`config.mk`:
```
export PLATFORM = sky130hd
export DESIGN_NAME = quantized_reciprocal
export DESIGN_NICKNAME = d
export VERILOG_FILES = /design/src/rtl/qrcp_pkg.sv /design/src/rtl/quantized_reciprocal.sv /design/src/rtl/qrcp_front.sv /design/src/rtl/qrcp_cell.sv /design/src/rtl/qrcp_back.sv
export SDC_FILE = /design/constraint.sdc
export NUM_CORES = 2
export LEC_CHECK = 0
export ABC_AREA = 1
export BUFFER_PORTS_ARGS = -buffer_cell sky130_fd_sc_hd__buf_4
export CAP_MARGIN = 30
export CORE_MARGIN = 1
export CORE_UTILIZATION = 40
export DETAILED_ROUTE_END_ITERATION = 6
export SLEW_MARGIN = 10
export SYNTH_ARGS = -nofsm -noshare
export SYNTH_HDL_FRONTEND = slang
export SYNTH_HIERARCHICAL = 1
export SYNTH_SLANG_ARGS = --single-unit
```
`constraint.sdc`:
```
create_clock -name clk -period 9.7 [get_ports clk]
set_clock_uncertainty 0.05 [all_clocks]
set_input_delay 1.94 -clock clk [delete_from_list [all_inputs] [get_ports clk]]
set_output_delay 1.94 -clock clk [all_outputs]
set_load 0.005 [all_outputs]
```
`src/rtl/qrcp_pkg.sv`:
```
// qrcp_pkg: shared types and constants of the quantized reciprocal block
// no dependencies; used by every module of the block by scoped names
package qrcp_pkg;

	// quotient bits resolved by the divider row (one per cell)
	localparam int QBITS = 18;
	// magnitude of the zero-point-corrected sample
	localparam int MAG_W = 16;
	// doubled mantissa after the right shift
	localparam int NUM_W = 33;
	// configuration port
	localparam int CFG_IDX_W  = 3;
	localparam int CFG_DATA_W = 32;
	// request accept edge to result accept edge, in cycles
	localparam int LATENCY = QBITS + 4;

	typedef enum logic [CFG_IDX_W-1:0] {
		REG_WIDE_MODE   = 3'd0,
		REG_IN_ZP       = 3'd1,
		REG_OUT_ZP      = 3'd2,
		REG_SCALE_MULT  = 3'd3,
		REG_SCALE_SHIFT = 3'd4
	} cfg_reg_t;

	// payload handed from cell to cell along the divider row
	typedef struct packed {
		logic [MAG_W-1:0] rem;   // partial remainder, below mag unless ovf is set
		logic [QBITS-1:0] numer; // dividend bits not yet consumed, msb first
		logic [QBITS-1:0] quo;   // quotient bits produced so far
		logic [MAG_W-1:0] mag;   // divisor
		logic             neg;   // corrected sample was negative
		logic             zero;  // corrected sample was zero
		logic             ovf;   // quotient too large, result saturates
	} div_t;

endpackage

```
`src/rtl/quantized_reciprocal.sv`:
```
// quantized_reciprocal: top level of the elementwise quantized reciprocal
// depends on qrcp_pkg, qrcp_front, qrcp_cell, qrcp_back
//
// usage
//   a request is taken at each rising edge with start high and busy low; busy
//   stays low, so a new sample may be offered in every cycle
//   each request yields exactly one result: result, saturated and zero_input
//   are valid for the single cycle in which done is high, in request order
//   pipeline from the request edge to the edge that takes the result
//   (two front stages, one cell per quotient bit in an 18-cell divider row,
//   two back stages); throughput is one request per cycle
//   result = round(scale_mult * 2^-scale_shift / (sample - in_zero_point))
//   + out_zero_point, clamped to the 8-bit or DATA_WIDTH-bit signed range
//   configuration: cfg_we writes cfg_data to register cfg_index, unused indexes
//   ignored; the user must write only while no request is in flight, unenforced
//   reset: arst_n clears the pipeline valid bits and loads scale 1.0, zero
//   points of 0 and wide mode; no results appear until a request arrives
//   the receiver cannot stall, so done is never held off
module quantized_reciprocal #(
	parameter int DATA_WIDTH = 16
) (
	input  logic                              clk,
	input  logic                              arst_n,
	// request channel
	input  logic                              start,
	output logic                              busy,
	input  logic [15:0]                       sample,
	// result channel
	output logic                              done,
	output logic [15:0]                       result,
	output logic                              saturated,
	output logic                              zero_input,
	// configuration write port
	input  logic                              cfg_we,
	input  logic [qrcp_pkg::CFG_IDX_W-1:0]    cfg_index,
	input  logic [qrcp_pkg::CFG_DATA_W-1:0]   cfg_data
);

	// configuration registers
	logic        wide_mode_q;
	logic [15:0] in_zero_point_q;
	logic [15:0] out_zero_point_q;
	logic [31:0] scale_mult_q;
	logic [5:0]  scale_shift_q;

	// divider row: entry 0 comes from the front, entry QBITS goes to the back
	logic           row_vld [qrcp_pkg::QBITS+1];
	qrcp_pkg::div_t row_div [qrcp_pkg::QBITS+1];

	// fully pipelined, never refuses a request
	assign busy = 1'b0;

	always_ff @(posedge clk or negedge arst_n) begin
		if (!arst_n) begin
			wide_mode_q      <= 1'b1;
			in_zero_point_q  <= 16'd0;
			out_zero_point_q <= 16'd0;
			scale_mult_q     <= 32'd65536;
			scale_shift_q    <= 6'd16;
		end else if (cfg_we) begin
			unique case (qrcp_pkg::cfg_reg_t'(cfg_index))
				qrcp_pkg::REG_WIDE_MODE: begin
					wide_mode_q <= cfg_data[0];
				end
				qrcp_pkg::REG_IN_ZP: begin
					in_zero_point_q <= cfg_data[15:0];
				end
				qrcp_pkg::REG_OUT_ZP: begin
					out_zero_point_q <= cfg_data[15:0];
				end
				qrcp_pkg::REG_SCALE_MULT: begin
					scale_mult_q <= cfg_data[31:0];
				end
				qrcp_pkg::REG_SCALE_SHIFT: begin
					scale_shift_q <= cfg_data[5:0];
				end
				default: begin
					// unused index, write dropped
				end
			endcase
		end
	end

	// zero point removal, scale shift, divisor magnitude and overflow check
	qrcp_front #(
		.DATA_WIDTH (DATA_WIDTH)
	) u_front (
		.clk           (clk),
		.arst_n        (arst_n),
		.in_vld        (start & ~busy),
		.sample        (sample),
		.wide_mode     (wide_mode_q),
		.in_zero_point (in_zero_point_q),
		.scale_mult    (scale_mult_q),
		.scale_shift   (scale_shift_q),
		.out_vld       (row_vld[0]),
		.out_div       (row_div[0])
	);

	// one quotient bit per cell, msb first; each cell hands its remainder on
	for (genvar i = 0; i < qrcp_pkg::QBITS; i++) begin : g_cell
		qrcp_cell u_cell (
			.clk     (clk),
			.arst_n  (arst_n),
			.in_vld  (row_vld[i]),
			.in_div  (row_div[i]),
			.out_vld (row_vld[i+1]),
			.out_div (row_div[i+1])
		);
	end

	// rounding, output zero point and clamp
	qrcp_back #(
		.DATA_WIDTH (DATA_WIDTH)
	) u_back (
		.clk            (clk),
		.arst_n         (arst_n),
		.in_vld         (row_vld[qrcp_pkg::QBITS]),
		.in_div         (row_div[qrcp_pkg::QBITS]),
		.wide_mode      (wide_mode_q),
		.out_zero_point (out_zero_point_q),
		.done           (done),
		.result         (result),
		.saturated      (saturated),
		.zero_input     (zero_input)
	);

endmodule

```
`src/rtl/qrcp_front.sv`:
```
// qrcp_front: input stages, zero point removal, scale shift and divider setup
// depends on qrcp_pkg
module qrcp_front #(
	parameter int DATA_WIDTH = 16
) (
	input  logic                         clk,
	input  logic                         arst_n,
	input  logic                         in_vld,
	input  logic [15:0]                  sample,
	input  logic                         wide_mode,
	input  logic [15:0]                  in_zero_point,
	input  logic [31:0]                  scale_mult,
	input  logic [5:0]                   scale_shift,
	output logic                         out_vld,
	output qrcp_pkg::div_t               out_div
);

	localparam int XW = 17;

	logic [XW-1:0]                x_wide;
	logic [XW-1:0]                x_narrow;
	logic [XW-1:0]                x_sel;
	logic [XW-1:0]                d_next;
	logic [qrcp_pkg::NUM_W-1:0]   num_next;

	logic                         vld_s1;
	logic [XW-1:0]                d_s1;
	logic [qrcp_pkg::NUM_W-1:0]   num_s1;

	logic [XW-1:0]                mag_full;
	qrcp_pkg::div_t               div_next;

	assign x_wide   = {{(XW-DATA_WIDTH){sample[DATA_WIDTH-1]}}, sample[DATA_WIDTH-1:0]};
	assign x_narrow = {{(XW-8){sample[7]}}, sample[7:0]};
	assign x_sel    = wide_mode ? x_wide : x_narrow;
	assign d_next   = x_sel - {in_zero_point[15], in_zero_point};
	// doubled mantissa over 2^shift; shifts past the top give zero
	assign num_next = {scale_mult, 1'b0} >> scale_shift;

	always_ff @(posedge clk or negedge arst_n) begin
		if (!arst_n) begin
			vld_s1 <= 1'b0;
		end else begin
			vld_s1 <= in_vld;
		end
	end

	always_ff @(posedge clk) begin
		d_s1   <= d_next;
		num_s1 <= num_next;
	end

	assign mag_full = d_s1[XW-1] ? (~d_s1 + XW'(1)) : d_s1;

	always_comb begin
		div_next.mag   = mag_full[qrcp_pkg::MAG_W-1:0];
		div_next.neg   = d_s1[XW-1];
		div_next.zero  = (d_s1 == '0);
		// top dividend bits at or above the divisor mean a quotient past the row
		div_next.ovf   = ({1'b0, num_s1[qrcp_pkg::NUM_W-1:qrcp_pkg::QBITS]}
			>= mag_full[qrcp_pkg::MAG_W-1:0]);
		div_next.rem   = {1'b0, num_s1[qrcp_pkg::NUM_W-1:qrcp_pkg::QBITS]};
		div_next.numer = num_s1[qrcp_pkg::QBITS-1:0];
		div_next.quo   = '0;
	end

	always_ff @(posedge clk or negedge arst_n) begin
		if (!arst_n) begin
			out_vld <= 1'b0;
		end else begin
			out_vld <= vld_s1;
		end
	end

	always_ff @(posedge clk) begin
		out_div <= div_next;
	end

endmodule

```
`src/rtl/qrcp_cell.sv`:
```
// qrcp_cell: one restoring division step, resolves one quotient bit per cycle
// depends on qrcp_pkg
module qrcp_cell (
	input  logic           clk,
	input  logic           arst_n,
	input  logic           in_vld,
	input  qrcp_pkg::div_t in_div,
	output logic           out_vld,
	output qrcp_pkg::div_t out_div
);

	logic [qrcp_pkg::MAG_W:0] rem_sh;
	logic [qrcp_pkg::MAG_W:0] diff;
	logic                     ge;
	qrcp_pkg::div_t           div_next;

	assign rem_sh = {in_div.rem, in_div.numer[qrcp_pkg::QBITS-1]};
	assign diff   = rem_sh - {1'b0, in_div.mag};
	assign ge     = (rem_sh >= {1'b0, in_div.mag});

	always_comb begin
		div_next       = in_div;
		div_next.rem   = ge ? diff[qrcp_pkg::MAG_W-1:0] : rem_sh[qrcp_pkg::MAG_W-1:0];
		div_next.numer = {in_div.numer[qrcp_pkg::QBITS-2:0], 1'b0};
		div_next.quo   = {in_div.quo[qrcp_pkg::QBITS-2:0], ge};
	end

	always_ff @(posedge clk or negedge arst_n) begin
		if (!arst_n) begin
			out_vld <= 1'b0;
		end else begin
			out_vld <= in_vld;
		end
	end

	always_ff @(posedge clk) begin
		out_div <= div_next;
	end

endmodule

```
`src/rtl/qrcp_back.sv`:
```
// qrcp_back: rounding, sign, output zero point and clamp to the selected range
// depends on qrcp_pkg
module qrcp_back #(
	parameter int DATA_WIDTH = 16
) (
	input  logic           clk,
	input  logic           arst_n,
	input  logic           in_vld,
	input  qrcp_pkg::div_t in_div,
	input  logic           wide_mode,
	input  logic [15:0]    out_zero_point,
	output logic           done,
	output logic [15:0]    result,
	output logic           saturated,
	output logic           zero_input
);

	localparam int QW = qrcp_pkg::QBITS;
	localparam logic signed [19:0] POS_WIDE   = 20'((1 << (DATA_WIDTH - 1)) - 1);
	localparam logic signed [19:0] POS_NARROW = 20'sd127;

	logic [QW:0]          q_sum;
	logic [QW-1:0]        q_mag;
	logic [QW:0]          sval_next;

	logic                 vld_s1;
	logic [QW:0]          sval_s1;
	logic                 neg_s1;
	logic                 zero_s1;
	logic                 ovf_s1;

	logic signed [19:0]   val;
	logic signed [19:0]   pos_lim;
	logic signed [19:0]   neg_lim;
	logic signed [19:0]   val_sel;
	logic                 sat_sel;

	// halve the doubled quotient, rounding half away from zero
	assign q_sum     = {1'b0, in_div.quo} + (QW+1)'(1);
	assign q_mag     = q_sum[QW:1];
	assign sval_next = in_div.neg ? (~{1'b0, q_mag} + (QW+1)'(1)) : {1'b0, q_mag};

	always_ff @(posedge clk or negedge arst_n) begin
		if (!arst_n) begin
			vld_s1 <= 1'b0;
		end else begin
			vld_s1 <= in_vld;
		end
	end

	always_ff @(posedge clk) begin
		sval_s1 <= sval_next;
		neg_s1  <= in_div.neg;
		zero_s1 <= in_div.zero;
		ovf_s1  <= in_div.ovf;
	end

	assign val     = $signed({{(20-QW-1){sval_s1[QW]}}, sval_s1})
		+ $signed({{4{out_zero_point[15]}}, out_zero_point});
	assign pos_lim = wide_mode ? POS_WIDE : POS_NARROW;
	assign neg_lim = -pos_lim - 20'sd1;

	always_comb begin
		val_sel = val;
		sat_sel = 1'b0;
		priority if (zero_s1) begin
			val_sel = pos_lim;
			sat_sel = 1'b1;
		end else if (ovf_s1) begin
			val_sel = neg_s1 ? neg_lim : pos_lim;
			sat_sel = 1'b1;
		end else if (val > pos_lim) begin
			val_sel = pos_lim;
			sat_sel = 1'b1;
		end else if (val < neg_lim) begin
			val_sel = neg_lim;
			sat_sel = 1'b1;
		end else begin
			val_sel = val;
			sat_sel = 1'b0;
		end
	end

	always_ff @(posedge clk or negedge arst_n) begin
		if (!arst_n) begin
			done <= 1'b0;
		end else begin
			done <= vld_s1;
		end
	end

	always_ff @(posedge clk) begin
		result     <= val_sel[15:0];
		saturated  <= sat_sel;
		zero_input <= zero_s1;
	end

endmodule

```
Word-level counts from Yosys, hierarchy flattened
Index checks and enable logic that the tools add are counted.
- register bits after elaboration: 1157
- word-level logic and storage cells: 253
- RAM bits: 0
- bits in latches: 0
- memories kept: 0
- memory bits (read-only): 0
- reductions and logical operators: 8
- muxes and demuxes: 27
- bitwise gates (word level): 2
- shift-type cells: 1
- $lt $le $gt $ge: 21
- add/sub/neg operators: 24
- equality and inequality tests: 4
- divide/modulo/power cells: 0
- multipliers: 0
- operators by type and width (cell ; count):
    2-to-1 mux 16 bit ; 23
    greater-or-equal comparator 17 x 16 -> 1 bit ; 17
    subtractor 16 bit ; 17
    right shift 33 x 6 -> 33 bit ; 1
    adder 19 x 16 -> 20 bit ; 1
    greater-than comparator 20 x 16 -> 1 bit ; 1
    less-than comparator 20 bit ; 1
    negator 20 bit ; 1
    subtractor 20 x 2 -> 20 bit (second input constant) ; 1
    adder 18 x 1 -> 19 bit (second input constant) ; 1
    adder 19 x 1 -> 19 bit (second input constant) ; 1
    inverter 18 -> 19 bit ; 1
    2-to-1 mux 18 bit ; 1
    logical NOT 17 bit ; 1
    2-to-1 mux 17 bit ; 1
    subtractor 17 bit ; 1
    adder 16 x 1 -> 16 bit (second input constant) ; 1
    greater-or-equal comparator 15 x 16 -> 1 bit ; 1
    greater-or-equal comparator 16 bit ; 1
    inverter 16 bit ; 1
    2-to-1 mux 15 bit ; 1
    AND reduction 2 bit ; 5
    equality test 3 x 2 -> 1 bit (second input constant) ; 2
    equality test 3 x 1 -> 1 bit (second input constant) ; 1
    4 further kinds ; 4

Depth between registers and ports, before layout
- depth in word-level cells: 8
- depth in mapped cells: 28
- mapped depth without buffers: 28

Cells and area by module
Netlist, hierarchy kept.
- modules (own cells, without submodules) (module ; seq. area each (um2) ; cells each ; instances ; area each (um2)):
    qrcp_cell (g_cell[0].u_cell ...) ; 1426.4 ; 342 ; 14 ; 2756.4
    qrcp_cell (g_cell[15].u_cell ...) ; 1426.4 ; 345 ; 4 ; 2880.3
    qrcp_front ; 2092.0 ; 823 ; 1 ; 5734.2
    qrcp_back ; 850.8 ; 530 ; 1 ; 3574.7
    quantized_reciprocal ; 1780.5 ; 318 ; 1 ; 2852.7

Worst setup path before layout
OpenSTA, ideal clock, no wires.
- path type: input to register
- from: input sample[0]
- to: register u_front.d_s1[16]
- data required time: 9538 ps
- cell stages on the path: 9
- setup time: 112 ps
- setup slack: 6242 ps
- arrival time: 3296 ps
- cells stage by stage: inv_1 > ha_1 > fa_1 > o21ai_0 > nand2_1 > nand2_1 > nand3_1 > nand3_1 > nand2_1
- longest elaborated chain between the ends: 2
- RTL lines (what ; line ; RTL):
    start: declaration ; quantized_reciprocal.sv:27 ; input logic [15:0] sample,
    2-to-1 mux 17 bit ; qrcp_front.sv:35 ; assign x_sel = wide_mode ? x_wide : x_narrow;
    subtractor 17 bit ; qrcp_front.sv:36 ; assign d_next = x_sel - {in_zero_point[15], in_zero_point};
    via u_front.d_next[16] ; qrcp_front.sv:23 ; logic [XW-1:0] d_next;
    end signal: assignment ; qrcp_front.sv:49 ; d_s1 <= d_next;
    end: declaration ; qrcp_front.sv:27 ; logic [XW-1:0] d_s1;
The timed path passes the listed nets, and every way through them passes these cells.
A chain may end at the register's enable or synchronous reset.

Worst setup path in the final report
- from: register out_zero_point_q[0]
- to: register u_back.result[12]
- longest elaborated chain between the ends: 6
- elaborated cells on any way between the ends: 7
- RTL lines (what ; line ; RTL):
    start: declaration ; quantized_reciprocal.sv:42 ; logic [15:0] out_zero_point_q;
    start signal: assignment ; quantized_reciprocal.sv:69 ; out_zero_point_q <= cfg_data[15:0];
    adder 19 x 16 -> 20 bit * ; qrcp_back.sv:59 ; + $signed({{4{out_zero_point[15]}}, out_zero_point});
    less-than comparator 20 bit ; qrcp_back.sv:75 ; end else if (val < neg_lim) begin
    2-to-1 mux 16 bit ; qrcp_back.sv:75 ;
    2-to-1 mux 16 bit * ; qrcp_back.sv:72 ; end else if (val > pos_lim) begin
    2-to-1 mux 16 bit * ; qrcp_back.sv:69 ; end else if (ovf_s1) begin
    2-to-1 mux 16 bit * ; qrcp_back.sv:66 ; priority if (zero_s1) begin
    via u_back.val_sel[12] ; qrcp_back.sv:35 ; logic signed [19:0] val_sel;
    end signal: assignment ; qrcp_back.sv:93 ; result <= val_sel[15:0];
    end: declaration ; qrcp_back.sv:13 ; output logic [15:0] result,
Mark *: on every way through the listed nets, which the timed path passes. The rest lies on a longest branch.

==> reports/metrics.csv <==
stage,metric,value,unit
placed_design,hpwl,99900,µm
critical_path,setup.worst_path.start_class,flop,
clock_tree,cts_tree,built,
global_routing,grt_overflow,0,
synth,synth_nets,7711,
cells_and_area,antenna_cells,0,
clock_tree,clk_pin_slew,0.06,ns
critical_path,path_max_fanout,8,
placed_design,routabilityCongestion,0.867,
synth,avgSynthCellArea,7.47,µm²
routing,maxUsedRoutingLayer,met4,
cells_and_area,syn2layout_area_growth,11.0,%
routing,wl_met2,59100,µm
sta,rsz0062_at_grt,no,
sta,maxSlewHeadroom,0.536,
synth,syn_inst,7280,
synth,yosys_warnings,6,
critical_path,arrival,4.30,ns
clock_tree,ctsResizeCount,0,
synth,synth_area,54400,µm²
clock_tree,cts_buffers,119,
sta,holdWs,0.251,ns
floorplanning,io_pins,75,
clock_tree,htreeDepth,3,
floorplanning,die_w,371,µm
clock_tree,postCtsHoldBufs,0,
placed_design,dp_slack,5.86,ns
sta,min_period_over_period,0.379,
clock_tree,clkLatencyLatePin,0.74,ns
flow_run,max-cap-violations,0,
global_routing,grt_start_max_net_pins,53,
hold_path,hold_path_class,reg -> reg,
floorplanning,die-area,137000,µm²
routing,first_iter_violations,2827,
placed_design,portBuffers,73,
critical_path,crit_type,reg -> reg,
routing,viasPerCell,4.64,
routing,first_pass_iters,6,
sta,final-setup-viol-count,0,
clock_tree,cts_root_buf,clkbuf_16,
routing,drc,0,
cells_and_area,drive_gt1_frac,0.0754,
critical_path,worstPathRequired,10.33,ns
sta,fin_ws,6.03,ns
global_routing,grt_use_total,0.184,
cells_and_area,num-nets-final,7813,
floorplanning,core_region_area,134000,µm²
routing,wl_per_cell,13.7,µm
sta,hold_viol,0,
floorplanning,die_y,371,µm
routing,totalWireLength,126000,µm
global_routing,grt_pass1_vias,40800,
sta,fmax,272,MHz
floorplanning,start_util,0.406,
clock_tree,clkSinkCount,1157,
routing,ant_nets,0,
routing,wl_met3,5250,µm
sta,maxSlewViolCount,0,
sta,worst_pin_slew,0.695,ns
clock_tree,post_cts_buffers,0,
cells_and_area,post-route-util,0.450,
clock_tree,clock_path_buffers,3,
routing,wl_met1,59000,µm
sta,setup_tns,0,ns
run_status,status,completed,
global_routing,antenna_found_initial,0,
critical_path,end_kind,flop,
routing,vias,42900,
sta,layout_min_cycle_time,3.67,ns
floorplanning,num_rows,134,
global_routing,grt_pass1_wl,207000,µm
flip-flops by register name, indices dropped and copies added, names as in the netlist, 6 cells and up:
register	cells
g_cell.u_cell/out_vld	18
u_front/d_s1	17
g_cell.u_cell/out_div	922
scale_shift_q	6
u_back/sval_s1	19
u_back/result	16
u_front/out_div	52
in_zero_point_q	16
scale_mult_q	32
u_front/num_s1	33
out_zero_point_q	16
final cells by class:
type                    instances  area, µm²
multi-input cells            4796      25200
repair buffers                 85        721
flip-flops and latches       1157      23600
clock buffers                 152       3270
clock inverters                68        807
inverters                    1223       4590
fillers                     13500      73700
well taps                    1768       2210
through the flow:
step,cell area [µm²],std cells
final,60400,9249
after global placement,56200,9022
after floorplan,54400,7280
after global routing,60400,9249
after detailed placement,56300,9026
after CTS,60300,9246
layer usage:
metal,global-route usage,up-vias
met5,0,-
li1,-,22600
met3,0.0221,202
met2,0.315,820
met4,0.0568,0
met1,0.241,19300
worst paths after layout:
check	from	end	slack (ns)	cells past startpoint
max in group asynchronous	arst_n	wide_mode_q	7.60	3
min in group asynchronous	arst_n	g_cell[7].u_cell/out_vld	0.97	1
max	out_zero_point_q[0]	u_back/result[12]	6.03	20
min	g_cell[11].u_cell/out_div[27]	g_cell[12].u_cell/out_div[28]	0.25	0
min reg2reg	g_cell[11].u_cell/out_div[27]	g_cell[12].u_cell/out_div[28]	0.25	0
max reg2reg	out_zero_point_q[0]	u_back/result[12]	6.03	20
worst max-delay path: stages, from the launching register on:
cell,delay (ns)
dfrtp_1,0.39
ha_1,0.25
fa_1,0.46
nand2_1,0.09
nand3_1,0.06
and2_1,0.16
nand2_1,0.06
nand2_1,0.09
xor2_1,0.37
ha_1,0.19
inv_1,0.05
nor3_1,0.23
a21oi_1,0.11
o21ai_0,0.15
a21o_1,0.13
nand2_1,0.06
a21oi_2,0.23
nand2_1,0.21
nand2_1,0.13
nand2_1,0.06
nand2_1,0.08
cells in the final DEF, fill, tap and decap left out, types with 5 or more instances in the layout:
cell type	instances
o21bai_1	20
o21a_1	6
nand3_2	43
clkinv_4	6
and2_1	32
dfxtp_1	1064
or2_2	17
nand2_1	2602
a21oi_1	197
ha_1	357
nand2_4	11
clkbuf_8	13
inv_2	21
bufinv_16	10
clkbuf_16	121
clkinvlp_4	13
nand2_2	79
o21ai_0	62
inv_6	9
clkinv_2	23
inv_1	1200
nor2_2	58
xor2_1	128
dfrtp_1	90
xnor2_1	35
fa_1	19
nor2_1	332
clkbuf_1	18
nor3_1	50
nand3b_1	28
o211ai_1	11
nand3_1	548
nor2_8	5
buf_4	79
nand4_1	81
o21ai_1	13
Power is left out: the tool's default activity adds up to more than one toggle a clock period on the data nets, which glitch-free logic cannot reach.
